## src/design/positional_list_store_defines.svh

```systemverilog
// ---------------------------------------------------------------------------
// positional_list_store assertion macros
// Shared property forms for the list store checks.
// ---------------------------------------------------------------------------
`ifndef POSITIONAL_LIST_STORE_DEFINES_SVH
`define POSITIONAL_LIST_STORE_DEFINES_SVH

// same-cycle implication, reset masked
`define PLS_ASSERT_NOW(lbl, ante, cons, msg) \
  lbl: assert property (@(posedge clk) disable iff (!rst_n) (ante) |-> (cons)) \
    else $error(msg);

// next-cycle implication, reset masked
`define PLS_ASSERT_NEXT(lbl, ante, cons, msg) \
  lbl: assert property (@(posedge clk) disable iff (!rst_n) (ante) |=> (cons)) \
    else $error(msg);

`endif

```

## src/design/pls_pkg.sv

```systemverilog
// ---------------------------------------------------------------------------
// pls_pkg
// Command and status codes, and the control word broadcast to the cell row.
// ---------------------------------------------------------------------------
package pls_pkg;

  // position/count width inside the row control word; covers DEPTH up to 127
  localparam int PTR_W = 7;

  localparam logic [2:0] CMD_INS_AT    = 3'd0;
  localparam logic [2:0] CMD_INS_FRONT = 3'd1;
  localparam logic [2:0] CMD_INS_END   = 3'd2;
  localparam logic [2:0] CMD_DEL_AT    = 3'd3;
  localparam logic [2:0] CMD_DEL_FRONT = 3'd4;
  localparam logic [2:0] CMD_DEL_END   = 3'd5;
  localparam logic [2:0] CMD_DUMP      = 3'd6;

  localparam logic [1:0] ST_OK      = 2'd0;
  localparam logic [1:0] ST_BAD_POS = 2'd1;
  localparam logic [1:0] ST_EMPTY   = 2'd2;
  localparam logic [1:0] ST_FULL    = 2'd3;

  typedef enum logic [1:0] {
    CK_HOLD,
    CK_INS,
    CK_DEL,
    CK_ROT
  } cell_kind_t;

  typedef struct packed {
    cell_kind_t       kind;
    logic [PTR_W-1:0] pos;
    logic [PTR_W-1:0] cnt;
  } cell_ctl_t;

endpackage

```

## src/design/pls_cell.sv

```systemverilog
// ---------------------------------------------------------------------------
// pls_cell
// One list slot. Holds, loads a new word, or takes a neighbor's or the head's word.
// ---------------------------------------------------------------------------
module pls_cell #(
  parameter int IDX   = 0,
  parameter int WIDTH = 32
) (
  input  logic               clk,
  input  pls_pkg::cell_ctl_t ctl,
  input  logic [WIDTH-1:0]   left_i,
  input  logic [WIDTH-1:0]   right_i,
  input  logic [WIDTH-1:0]   head_i,
  input  logic [WIDTH-1:0]   new_i,
  output logic [WIDTH-1:0]   data_o
);
  import pls_pkg::*;

  localparam logic [PTR_W-1:0] MY_IDX  = PTR_W'(IDX);
  localparam logic [PTR_W-1:0] NXT_IDX = PTR_W'(IDX + 1);

  logic [WIDTH-1:0] data_r;
  logic [WIDTH-1:0] data_nxt;

  always_comb begin
    data_nxt = data_r;
    unique case (ctl.kind)
      CK_HOLD: data_nxt = data_r;
      CK_INS: begin
        if (MY_IDX == ctl.pos) begin
          data_nxt = new_i;
        end else if (MY_IDX > ctl.pos && MY_IDX <= ctl.cnt) begin
          data_nxt = left_i;
        end
      end
      CK_DEL: begin
        if (MY_IDX >= ctl.pos && NXT_IDX < ctl.cnt) begin
          data_nxt = right_i;
        end
      end
      // dump: rotate the held part down, head wraps to the tail
      CK_ROT: begin
        if (NXT_IDX == ctl.cnt) begin
          data_nxt = head_i;
        end else if (NXT_IDX < ctl.cnt) begin
          data_nxt = right_i;
        end
      end
    endcase
  end

  always_ff @(posedge clk) begin
    data_r <= data_nxt;
  end

  assign data_o = data_r;

endmodule

```

## src/design/positional_list_store.sv

```systemverilog
// ---------------------------------------------------------------------------
// positional_list_store
// Ordered list of up to DEPTH words held in a row of shifting cells.
//
//   channel  direction  words
//   in_*     input      command, position, element
//   out_*    output     status, count, is_empty, read_valid, read_element, last
//
// Edits shift the whole row at once, one word per cycle while idle and not
// stalled. A dump enters its walk state, then emits each held entry from
// cell 0 as the row rotates; the row ends in its original order.
// Output is registered; a stalled out_ready holds the word and blocks input.
// Reset (rst_n low, synchronous) clears the count; cell contents stay.
// ---------------------------------------------------------------------------
`include "positional_list_store_defines.svh"

module positional_list_store #(
  parameter int DEPTH = 16,
  parameter int WIDTH = 32
) (
  input  logic                           clk,
  input  logic                           rst_n,
  input  logic                           in_valid,
  output logic                           in_ready,
  input  logic [2:0]                     in_command,
  input  logic [$clog2(DEPTH+1)-1:0]     in_position,
  input  logic [WIDTH-1:0]               in_element,
  output logic                           out_valid,
  input  logic                           out_ready,
  output logic [1:0]                     out_status,
  output logic [$clog2(DEPTH+1)-1:0]     out_count,
  output logic                           out_is_empty,
  output logic                           out_read_valid,
  output logic [WIDTH-1:0]               out_read_element,
  output logic                           out_last
);
  import pls_pkg::*;

  localparam int CNT_W = $clog2(DEPTH + 1);
  localparam logic [CNT_W-1:0] FULL_CNT = CNT_W'(DEPTH);

  typedef enum logic {
    S_IDLE,
    S_DUMP
  } state_t;

  state_t           state_r;
  logic [CNT_W-1:0] cnt_r;
  logic [CNT_W-1:0] dump_idx_r;
  logic             out_valid_r;
  logic [1:0]       out_status_r;
  logic [CNT_W-1:0] out_count_r;
  logic             out_is_empty_r;
  logic             out_read_valid_r;
  logic [WIDTH-1:0] out_read_element_r;
  logic             out_last_r;

  logic             slot_free;
  logic             acc;
  logic             out_load;
  logic             is_ins;
  logic             is_del;
  logic [PTR_W-1:0] ins_pos;
  logic [PTR_W-1:0] del_pos;
  logic [PTR_W-1:0] cnt_ext;
  logic [1:0]       edit_status;
  logic [CNT_W-1:0] edit_cnt;
  logic             dump_last;
  cell_ctl_t        ctl;

  logic [WIDTH-1:0] cell_q [DEPTH];

  assign slot_free = !out_valid_r || out_ready;
  assign in_ready  = (state_r == S_IDLE) && slot_free;
  assign acc       = in_valid && in_ready;
  assign cnt_ext   = PTR_W'(cnt_r);
  assign dump_last = (dump_idx_r + CNT_W'(1)) == cnt_r;
  // a new output word is loaded this cycle
  assign out_load  = (state_r == S_DUMP) ? slot_free :
                     (acc && !(in_command == CMD_DUMP && cnt_r != '0));

  always_comb begin
    is_ins = (in_command == CMD_INS_AT) || (in_command == CMD_INS_FRONT) ||
             (in_command == CMD_INS_END);
    is_del = (in_command == CMD_DEL_AT) || (in_command == CMD_DEL_FRONT) ||
             (in_command == CMD_DEL_END);

    ins_pos = '0;
    if (in_command == CMD_INS_AT) begin
      ins_pos = PTR_W'(in_position);
    end else if (in_command == CMD_INS_END) begin
      ins_pos = cnt_ext;
    end

    del_pos = '0;
    if (in_command == CMD_DEL_AT) begin
      del_pos = PTR_W'(in_position);
    end else if (in_command == CMD_DEL_END) begin
      del_pos = cnt_ext - PTR_W'(1);
    end

    edit_status = ST_OK;
    edit_cnt    = cnt_r;
    ctl.kind    = CK_HOLD;
    ctl.pos     = ins_pos;
    ctl.cnt     = cnt_ext;

    priority if (is_ins) begin
      priority if (ins_pos > cnt_ext) begin
        edit_status = ST_BAD_POS;
      end else if (cnt_r == FULL_CNT) begin
        edit_status = ST_FULL;
      end else begin
        edit_cnt = cnt_r + CNT_W'(1);
        if (acc) begin
          ctl.kind = CK_INS;
        end
      end
    end else if (is_del) begin
      ctl.pos = del_pos;
      priority if (cnt_r == '0) begin
        edit_status = ST_EMPTY;
      end else if (del_pos >= cnt_ext) begin
        edit_status = ST_BAD_POS;
      end else begin
        edit_cnt = cnt_r - CNT_W'(1);
        if (acc) begin
          ctl.kind = CK_DEL;
        end
      end
    end else if (in_command == CMD_DUMP && cnt_r == '0) begin
      edit_status = ST_EMPTY;
    end else begin
      edit_status = ST_OK;
    end

    if (state_r == S_DUMP && slot_free) begin
      ctl.kind = CK_ROT;
    end
  end

  genvar g;
  generate
    for (g = 0; g < DEPTH; g++) begin : g_cell
      logic [WIDTH-1:0] left_w;
      logic [WIDTH-1:0] right_w;
      if (g == 0) begin : g_first
        assign left_w = cell_q[g];
      end else begin : g_mid_l
        assign left_w = cell_q[g-1];
      end
      if (g == DEPTH - 1) begin : g_last
        assign right_w = cell_q[g];
      end else begin : g_mid_r
        assign right_w = cell_q[g+1];
      end
      pls_cell #(
        .IDX   (g),
        .WIDTH (WIDTH)
      ) u_cell (
        .clk     (clk),
        .ctl     (ctl),
        .left_i  (left_w),
        .right_i (right_w),
        .head_i  (cell_q[0]),
        .new_i   (in_element),
        .data_o  (cell_q[g])
      );
    end
  endgenerate

  always_ff @(posedge clk) begin
    if (!rst_n) begin
      state_r     <= S_IDLE;
      cnt_r       <= '0;
      dump_idx_r  <= '0;
      out_valid_r <= 1'b0;
    end else begin
      if (out_valid_r && out_ready && !out_load) begin
        out_valid_r <= 1'b0;
      end
      unique case (state_r)
        S_IDLE: begin
          if (acc) begin
            if (in_command == CMD_DUMP && cnt_r != '0) begin
              state_r    <= S_DUMP;
              dump_idx_r <= '0;
            end else begin
              cnt_r              <= edit_cnt;
              out_valid_r        <= 1'b1;
              out_status_r       <= edit_status;
              out_count_r        <= edit_cnt;
              out_is_empty_r     <= (edit_cnt == '0);
              out_read_valid_r   <= 1'b0;
              out_read_element_r <= '0;
              out_last_r         <= 1'b1;
            end
          end
        end
        S_DUMP: begin
          if (slot_free) begin
            out_valid_r        <= 1'b1;
            out_status_r       <= ST_OK;
            out_count_r        <= cnt_r;
            out_is_empty_r     <= 1'b0;
            out_read_valid_r   <= 1'b1;
            out_read_element_r <= cell_q[0];
            out_last_r         <= dump_last;
            dump_idx_r         <= dump_idx_r + CNT_W'(1);
            if (dump_last) begin
              state_r <= S_IDLE;
            end
          end
        end
      endcase
    end
  end

  assign out_valid        = out_valid_r;
  assign out_status       = out_status_r;
  assign out_count        = out_count_r;
  assign out_is_empty     = out_is_empty_r;
  assign out_read_valid   = out_read_valid_r;
  assign out_read_element = out_read_element_r;
  assign out_last         = out_last_r;

  `PLS_ASSERT_NEXT(a_ins_grows, ctl.kind == CK_INS, cnt_r == CNT_W'($past(cnt_r) + 1'b1), "insert did not grow count")
  `PLS_ASSERT_NEXT(a_del_shrinks, ctl.kind == CK_DEL, cnt_r == CNT_W'($past(cnt_r) - 1'b1), "delete did not shrink count")
  `PLS_ASSERT_NOW(a_dump_nonempty, state_r == S_DUMP, cnt_r != '0 && dump_idx_r < cnt_r, "dump walk out of range")
  `PLS_ASSERT_NOW(a_cnt_bound, 1'b1, cnt_r <= FULL_CNT, "count above depth")

endmodule
```

## config.mk

```make
export PLATFORM = sky130hd
export DESIGN_NAME = positional_list_store
export DESIGN_NICKNAME = d
export VERILOG_FILES = /design/src/design/pls_pkg.sv /design/src/design/pls_cell.sv /design/src/design/positional_list_store.sv
export VERILOG_INCLUDE_DIRS = /design/src /design/src/design
export SDC_FILE = /design/constraint.sdc
export NUM_CORES = 2
export LEC_CHECK = 0
export BUFFER_PORTS_ARGS = -buffer_cell sky130_fd_sc_hd__buf_4
export CAP_MARGIN = 10
export CORE_MARGIN = 1
export CORE_UTILIZATION = 45
export DETAILED_ROUTE_END_ITERATION = 8
export PLACE_DENSITY = 0.73
export SYNTH_ARGS = -nofsm -noshare
export SYNTH_HDL_FRONTEND = slang
export SYNTH_SLANG_ARGS = --single-unit
```

## constraint.sdc

```tcl
create_clock -name clk -period 8.3 [get_ports clk]
set_input_delay 0.415 -clock clk [delete_from_list [all_inputs] [get_ports clk]]
set_output_delay 0.415 -clock clk [all_outputs]
set_load 0.1 [all_outputs]
```

# Yosys cells after proc, flatten, opt, wreduce, memory -nomap -nowiden
# Cells that the tools add are included.
classes:
  addsub: 4
  n_reduce_logical: 72
  bitwise_logic: 4
  eq_ne: 94
  mux: 159
  n_lt_le_gt_ge: 62
op_table:
  columns: ["operator", "count"]
  rows:
  - ["two-way mux 32 bit", 80]
  - ["case mux 32 bit (3 select lines)", 15]
  - ["case mux 32 bit (2 select lines)", 2]
  - ["inequality test 3 x 1 -> 1 bit, second input constant", 29]
  - ["two-way mux 5 bit", 13]
  - ["AND reduction 4 bit", 15]
  - ["== test 4 x 7 -> 1 bit, first input constant", 8]
  - ["greater-than comparator 4 x 7 -> 1 bit, first input constant", 8]
  - [">= comparator 4 x 7 -> 1 bit, first input constant", 7]
  - ["== test 4 x 5 -> 1 bit, first input constant", 8]
  - ["<= comparator 4 x 5 -> 1 bit, first input constant", 8]
  - ["< comparator 4 x 5 -> 1 bit, first input constant", 8]
  - ["inequality test 2 x 1 -> 1 bit, second input constant", 20]
  - ["logical AND 1 bit", 38]
  - ["== test 3 x 7 -> 1 bit, first input constant", 4]
  - [">= comparator 3 x 7 -> 1 bit, first input constant", 4]
  - ["greater-than comparator 3 x 7 -> 1 bit, first input constant", 4]
  - ["two-way mux 2 bit", 14]
  - ["two-way mux 7 bit", 4]
  - ["two-way mux 1 bit", 22]
  - ["== test 3 x 5 -> 1 bit, first input constant", 4]
  - ["<= comparator 3 x 5 -> 1 bit, first input constant", 4]
  - ["< comparator 3 x 5 -> 1 bit, first input constant", 4]
  - ["case mux 5 bit (2 select lines)", 2]
  - ["other kinds (40)", 70]
totals:
  input_bits: 44
  reg_bits: 566

# Logic depth before layout (Yosys ltp)
depth:
  depth_word: 14
  ltp_mapped: 17

# Hierarchy
# A second synthesis with hierarchy kept.
unflattened:
  hier_cells: 3245
  area_unflattened_um2: 39067.5
by_module_without_submodules:
  columns: ["mod", "cells_each", "area_per_inst_um2", "n_inst"]
  rows:
  - ["positional_list_store", 292, 3051.7, 1]
  - ["pls_cell at g_cell[0].u_cell", 280, 2777.7, 1]
  - ["pls_cell at g_cell[3].u_cell", 234, 2615.0, 1]
  - ["pls_cell at g_cell[7].u_cell", 194, 2353.5, 1]
  - ["pls_cell at g_cell[15].u_cell", 194, 2337.2, 1]
  - ["pls_cell at g_cell[13].u_cell", 197, 2265.9, 1]
  - ["pls_cell at g_cell[5].u_cell", 197, 2260.9, 1]
  - ["pls_cell at g_cell[14].u_cell", 235, 2242.2, 1]
  - ["pls_cell at g_cell[2].u_cell", 194, 2224.6, 1]
  - ["pls_cell at g_cell[10].u_cell", 154, 2157.1, 1]
  - ["pls_cell at g_cell[9].u_cell", 155, 2155.8, 1]
  - ["pls_cell at g_cell[11].u_cell", 154, 2118.3, 1]
  - ["pls_cell at g_cell[8].u_cell", 155, 2117.0, 1]
  - ["pls_cell at g_cell[12].u_cell", 154, 2105.8, 1]
  - ["3 more rows", null, null, null]

# Worst setup path after synthesis
# Ideal clock, no wire load.
synth_path:
  kind: "register -> register"
  from: "register out_valid_r, in the netlist out_valid"
  to: "register out_count_r[0], in the netlist out_count[0] (enable)"
  n_path_buf: 0
  t_arrival_ps: 5860
  stages_incl_launch_ff: 6
  path_slack_ps: 1934
  setup_ps: 506
  path_cell_list: "dfxtp_1 -> nor2b_1 -> nor2_1 -> and2_1 -> nand2_1 -> a21boi_0"
synth_between:
  elab_chain_cells: 6
  word_cells_on_any_way: 7
synth_lines:
  columns: ["item", "line", "text"]
  rows:
  - ["start: declaration", "positional_list_store.sv:50", "logic out_valid_r;"]
  - ["start signal: assignment", "positional_list_store.sv:177", "out_valid_r <= 1'b0;"]
  - ["start signal: assignment", "positional_list_store.sv:180", "out_valid_r <= 1'b0;"]
  - ["start signal: assignment", "positional_list_store.sv:190", "out_valid_r <= 1'b1;"]
  - ["logical NOT 1 bit", "positional_list_store.sv:73", "assign slot_free = !out_valid_r || out_ready;"]
  - ["logical OR 1 bit", "positional_list_store.sv:73", null]
  - ["logical AND 1 bit", "positional_list_store.sv:74", "assign in_ready = (state_r == S_IDLE) && slot_free;"]
  - ["via in_ready", "positional_list_store.sv:24", "output logic in_ready,"]
  - ["logical AND 1 bit", "positional_list_store.sv:75", "assign acc = in_valid && in_ready;"]
  - ["inequality test 2 bit (no source line)", null, null]
  - ["AND reduction 4 bit (no source line)", null, null]
  - ["end signal: assignment", "positional_list_store.sv:192", "out_count_r <= edit_cnt;"]
  - ["end signal: assignment", "positional_list_store.sv:204", "out_count_r <= cnt_r;"]
  - ["end: declaration", "positional_list_store.sv:52", "logic [CNT_W-1:0] out_count_r;"]
# The timed path passes the listed nets, and every way through them passes these cells.
# A chain may end at the register's enable or synchronous reset.

# Worst setup path after layout
layout_path:
  from: "register cnt_r[1]"
  to: "register g_cell[11].u_cell.data_r[31] (enable)"
layout_between:
  elab_chain_cells: 12
  word_cells_on_any_way: 34
layout_lines:
  columns: ["item", "line", "text"]
  rows:
  - ["start: declaration", "positional_list_store.sv:48", "logic [CNT_W-1:0] cnt_r;"]
  - ["start signal: assignment", "positional_list_store.sv:189", "cnt_r <= edit_cnt;"]
  - ["subtractor 5 x 1 -> 6 bit", "positional_list_store.sv:99", "del_pos = cnt_ext - PTR_W'(1);"]
  - ["two-way mux 7 bit", "positional_list_store.sv:98", "end else if (in_command == CMD_DEL_END) begin"]
  - ["two-way mux 7 bit", "positional_list_store.sv:96", "if (in_command == CMD_DEL_AT) begin"]
  - [">= comparator 7 x 5 -> 1 bit", "positional_list_store.sv:123", "end else if (del_pos >= cnt_ext) begin"]
  - ["two-way mux 2 bit", "positional_list_store.sv:123", null]
  - ["two-way mux 2 bit", "positional_list_store.sv:121", "priority if (cnt_r == '0) begin"]
  - ["two-way mux 9 bit", "positional_list_store.sv:119", "end else if (is_del) begin"]
  - ["two-way mux 2 bit", "positional_list_store.sv:108", "priority if (is_ins) begin"]
  - ["two-way mux 2 bit", "positional_list_store.sv:137", "if (state_r == S_DUMP && slot_free) begin"]
  - ["== test 2 bit, or another cell as far along", "pls_cell.sv:27", "unique case (ctl.kind)"]
  - ["inequality test 3 x 1 -> 1 bit (no source line), or another cell as far along", null, null]
  - ["AND reduction 4 bit (no source line) *", null, null]
  - ["end signal: assignment", "pls_cell.sv:53", "data_r <= data_nxt;"]
  - ["end: declaration", "pls_cell.sv:22", "logic [WIDTH-1:0] data_r;"]
# Mark *: on every way between the ends. The rest lies on a longest branch, timed or not.

==> metrics <==
Die Y 267 um; post-route clock period utilization 74.8%; worst path buffer plus inverter count 3; first-pass detailed-route iteration total 6; Overflow after GRT 0; Gate power share between 10% and 20%; vias in the first global route approximately 26k; sw frac 30.7%; Setup-failing EPs final 0; Pint between 5 and 6 mW; initial antenna violation count 0; main combinational cell family by area after synthesis compound AO/OA/AOI/OAI gates; RSZ-0062 raised after global routing false; total CTS buffers 57; IO Count a little under 90; sequential power share 46.9%; Achievable Freq around 160 MHz; cts hold-fix bufs 0; Yosys Warn Count 0; Die W about 270 um; worst setup margin between 2 and 2.5 ns; maxcap violations 0; postcts setup bufs 0; Final min period 6.21 ns; slowest stage cell, crit path a21oi_4; H-Tree Depth 2; GP Congestion about 0.96; share of cells above drive strength 1 between 10 and 15%; initial DRC count 4242; detailed placer's ending HPWL approximately 63 mm; Worst Max-Slew Pin Slew 1.26 ns; area of the multi-input gates 13600 um2; Synth Flop Type edfxtp_1; crit-path leading delay family compound AO/OA/AOI/OAI gates; Layout Cells excl Fill roughly 3.7k; setup_tns 0 ns; #FFs+latches synth around 570; pwr dens between 200 and 250 nW/um2; Final ANT Viol Nets 0; Slew Limit Headroom ~16%; register area roughly 17000 um2; Layout area overhead 9.70%; Vias between 20k and 30k; Post-Synthesis Cells about 2.9k; Filler cells between 6k and 7k; CTS Buffer Depth 3; Syn Std Cell Area 31700 um2; GRT Util Overall slightly below 30%; Adder-Cell Fraction of Synth Area less than 1%; Post-Route WL 106 mm; synth unique cells 80; total power roughly 8 mW; placed insts around 3.6k; clock share of power between 30% and 40%; residual DRC count 0; Die Area between 70000 and 80000 um2; hold path start rst_n; Min-Delay Path Class primary input to register; crit path kind register to register; Synth Area in XOR/XNOR less than 1%; first-pass GRT wire length approximately 160 mm; drt wl/cell roughly 28 um; Clock Latency Late Sink ~0.67 ns; r2r startpoint cnt_r[1]; start point of the critical path cnt_r[1]; Synth Net Count roughly 3.0k; EDFF count, synth approximately 550; Avg Inst Size Synth around 11 um2; Net Sw Power roughly 2.5 mW; LEAKAGE 11.7 nW; Hold Fails Final Rpt 0; Synth Area in Simple Gates 10.4%; Reg clk slew, reported paths about 0.070 ns; Crit path largest cell delay 0.88 ns; outcome finished, final reports clean; Vias/cell 7.04; maximum vdd drop about 0.19 mV; Worst Path Arrival 6.47 ns; Startpoint Class register; clock skew about 0.050 ns; core box area between 60000 and 70000 um2; largest net degree at the start of global routing 225; CP most frequent cell ha_1; Resized cells post-CTS 0; Async S/R FF share, synth 0%; Pins Over Slew Limit 0; ANT cells 0; CP endpoint kind register; post-synthesis mux area share 7.37%; row count 96; clk sinks approximately 570; register area share after synthesis a little over half; CTS tree built; Max FO, Critical Path 224; root buf cell clkbuf_16; # port buffers between 80 and 90; DP Worst Slack around 2.3 ns; Compound-Gate Fraction of Synth Area around 23%; required time worst endpoint between 8 and 9 ns; crit path cell chain buf_4 -> inv_1 -> ha_1 -> nor3b_1 -> xnor2_1 -> a22oi_1 -> nor2b_1 -> ha_1 -> a21o_1 -> a311oi_4 -> nand3_2 -> nand2_4 -> buf_12 -> a21oi_1 -> a21oi_4; Layout Nets roughly 2.8k; hold slack roughly 0.096 ns; Initial Utilization 45.8%
## kinds of logic after synthesis
group | Yosys count
AO/OA/AOI/OAI | 1041
AND/OR/NAND/NOR | 677
flip-flops | 566
buffers and inverters | 359
multiplexers | 233
adder cells (fa/ha/maj) | 16
XOR/XNOR | 15
## cell usage in the layout (no fill, tap or decap), drive strengths merged, types with 10 or more instances in the layout
cell type	n
o211ai	259
o22ai	10
edfxtp	554
nor2b	12
o21ai	230
a31oi	11
mux2i	230
a21oi	37
dfxtp	12
buf	154
a21o	33
a22oi	390
ha	16
and2	44
nor3	32
xnor2	11
clkinv	28
nand3	247
nor2	40
nand2	257
a22o	33
clkbuf	70
## cells in the mapped netlist (4+ instances only)
cell type	n	area share [%]
a211oi_1	6	0.14
a21boi_0	5	0.12
a21o_1	33	0.78
a21oi_1	36	0.57
a22o_1	33	0.91
a22oi_1	389	9.2
a31oi_1	9	0.18
and2_1	44	0.87
and3_1	5	0.099
buf_1	45	0.53
buf_2	56	0.88
buf_4	9	0.21
buf_6	15	0.53
clkbuf_1	227	2.7
dfxtp_1	12	0.76
edfxtp_1	554	52
ha_1	16	0.63
inv_1	5	0.059
mux2i_1	230	7.3
nand2_1	256	3.0
nand2b_1	9	0.18
nand3_1	244	3.9
nor2_1	35	0.41
nor2_2	5	0.099
nor2b_1	12	0.24
nor3_1	27	0.43
nor4_1	4	0.079
o211ai_1	259	6.1
o21ai_0	88	1.4
o21ai_1	141	2.2
o22ai_1	9	0.18
or3_1	5	0.099
xnor2_1	10	0.28
xor2_1	4	0.11
## sequential cells by signal (all words and copies together) (netlist names)
signal	flops
out_status	2
state_r	1
out_read_element	32
out_last	1
out_is_empty	1
cnt_r	5
out_read_valid	1
g_cell.u_cell.data_o	512
dump_idx_r	5
out_valid	1
out_count	5
## path summary, 6_finish.rpt
| kind | end | slack [ns] | cells after the start |
|---|---|---|---|
| worst max-delay path | g_cell[11].u_cell.data_o[31] | 2.09 | 15 |
| worst min-delay path | cnt_r[2] | 0.1 | 3 |
| worst max register to register | g_cell[11].u_cell.data_o[31] | 2.09 | 15 |
| worst min register to register | g_cell[0].u_cell.data_o[8] | 0.56 | 2 |
## power by group through the flow
stage | Combinational [mW] | Sequential [mW] | Clock [mW]
4_1_cts | 1.55 | 3.75 | 2.68
3_3_place_gp | 1.50 | 3.80 | 0
6_report | 1.59 | 3.76 | 2.67
5_1_grt | 1.69 | 3.78 | 2.79
2_1_floorplan | 1.00 | 3.83 | 0
3_5_place_dp | 1.54 | 3.81 | 0
## cell type report
type	count	area share, %
flip-flops and latches	566	48.5
clock buffers	70	4.30
well taps	931	3.35
inverters	7	0.0755
multi-input cells	1982	39.0
repair buffers	154	3.53
clock inverters	38	1.18
## worst reg2reg max path: cells and delay by family, from the launching register on
kind	cells	cell delay [ns]
compound gates	5	2.16
simple gates	4	1.28
buf+inv	3	1.13
fa+ha+maj	2	0.67
flops	1	0.30
xor+xnor	1	0.26
## per-stage QoR
step	utilization (%)	instance area (um2)
3_3_place_gp	47.4	32800
4_1_cts	50.2	34700
2_1_floorplan	-	31700
6_report	50.3	34800
3_5_place_dp	47.4	32800
5_1_grt	50.3	34800
## layer usage
| metal | share of wire, % | global-route usage, % | routed length (um) | vias to the layer above |
|---|---|---|---|---|
| met2 | 46 | 46.5 | 48900 | 1966 |
| met1 | 37 | 38.0 | 39200 | 12900 |
| met5 | 0 | 0 | 0 | - |
| met3 | 11 | 4.69 | 12100 | 371 |
| met4 | 5.9 | 16.5 | 6310 | 0 |
| li1 | - | - | - | 11100 |
Note: power is estimated with default switching activity, not from simulation.
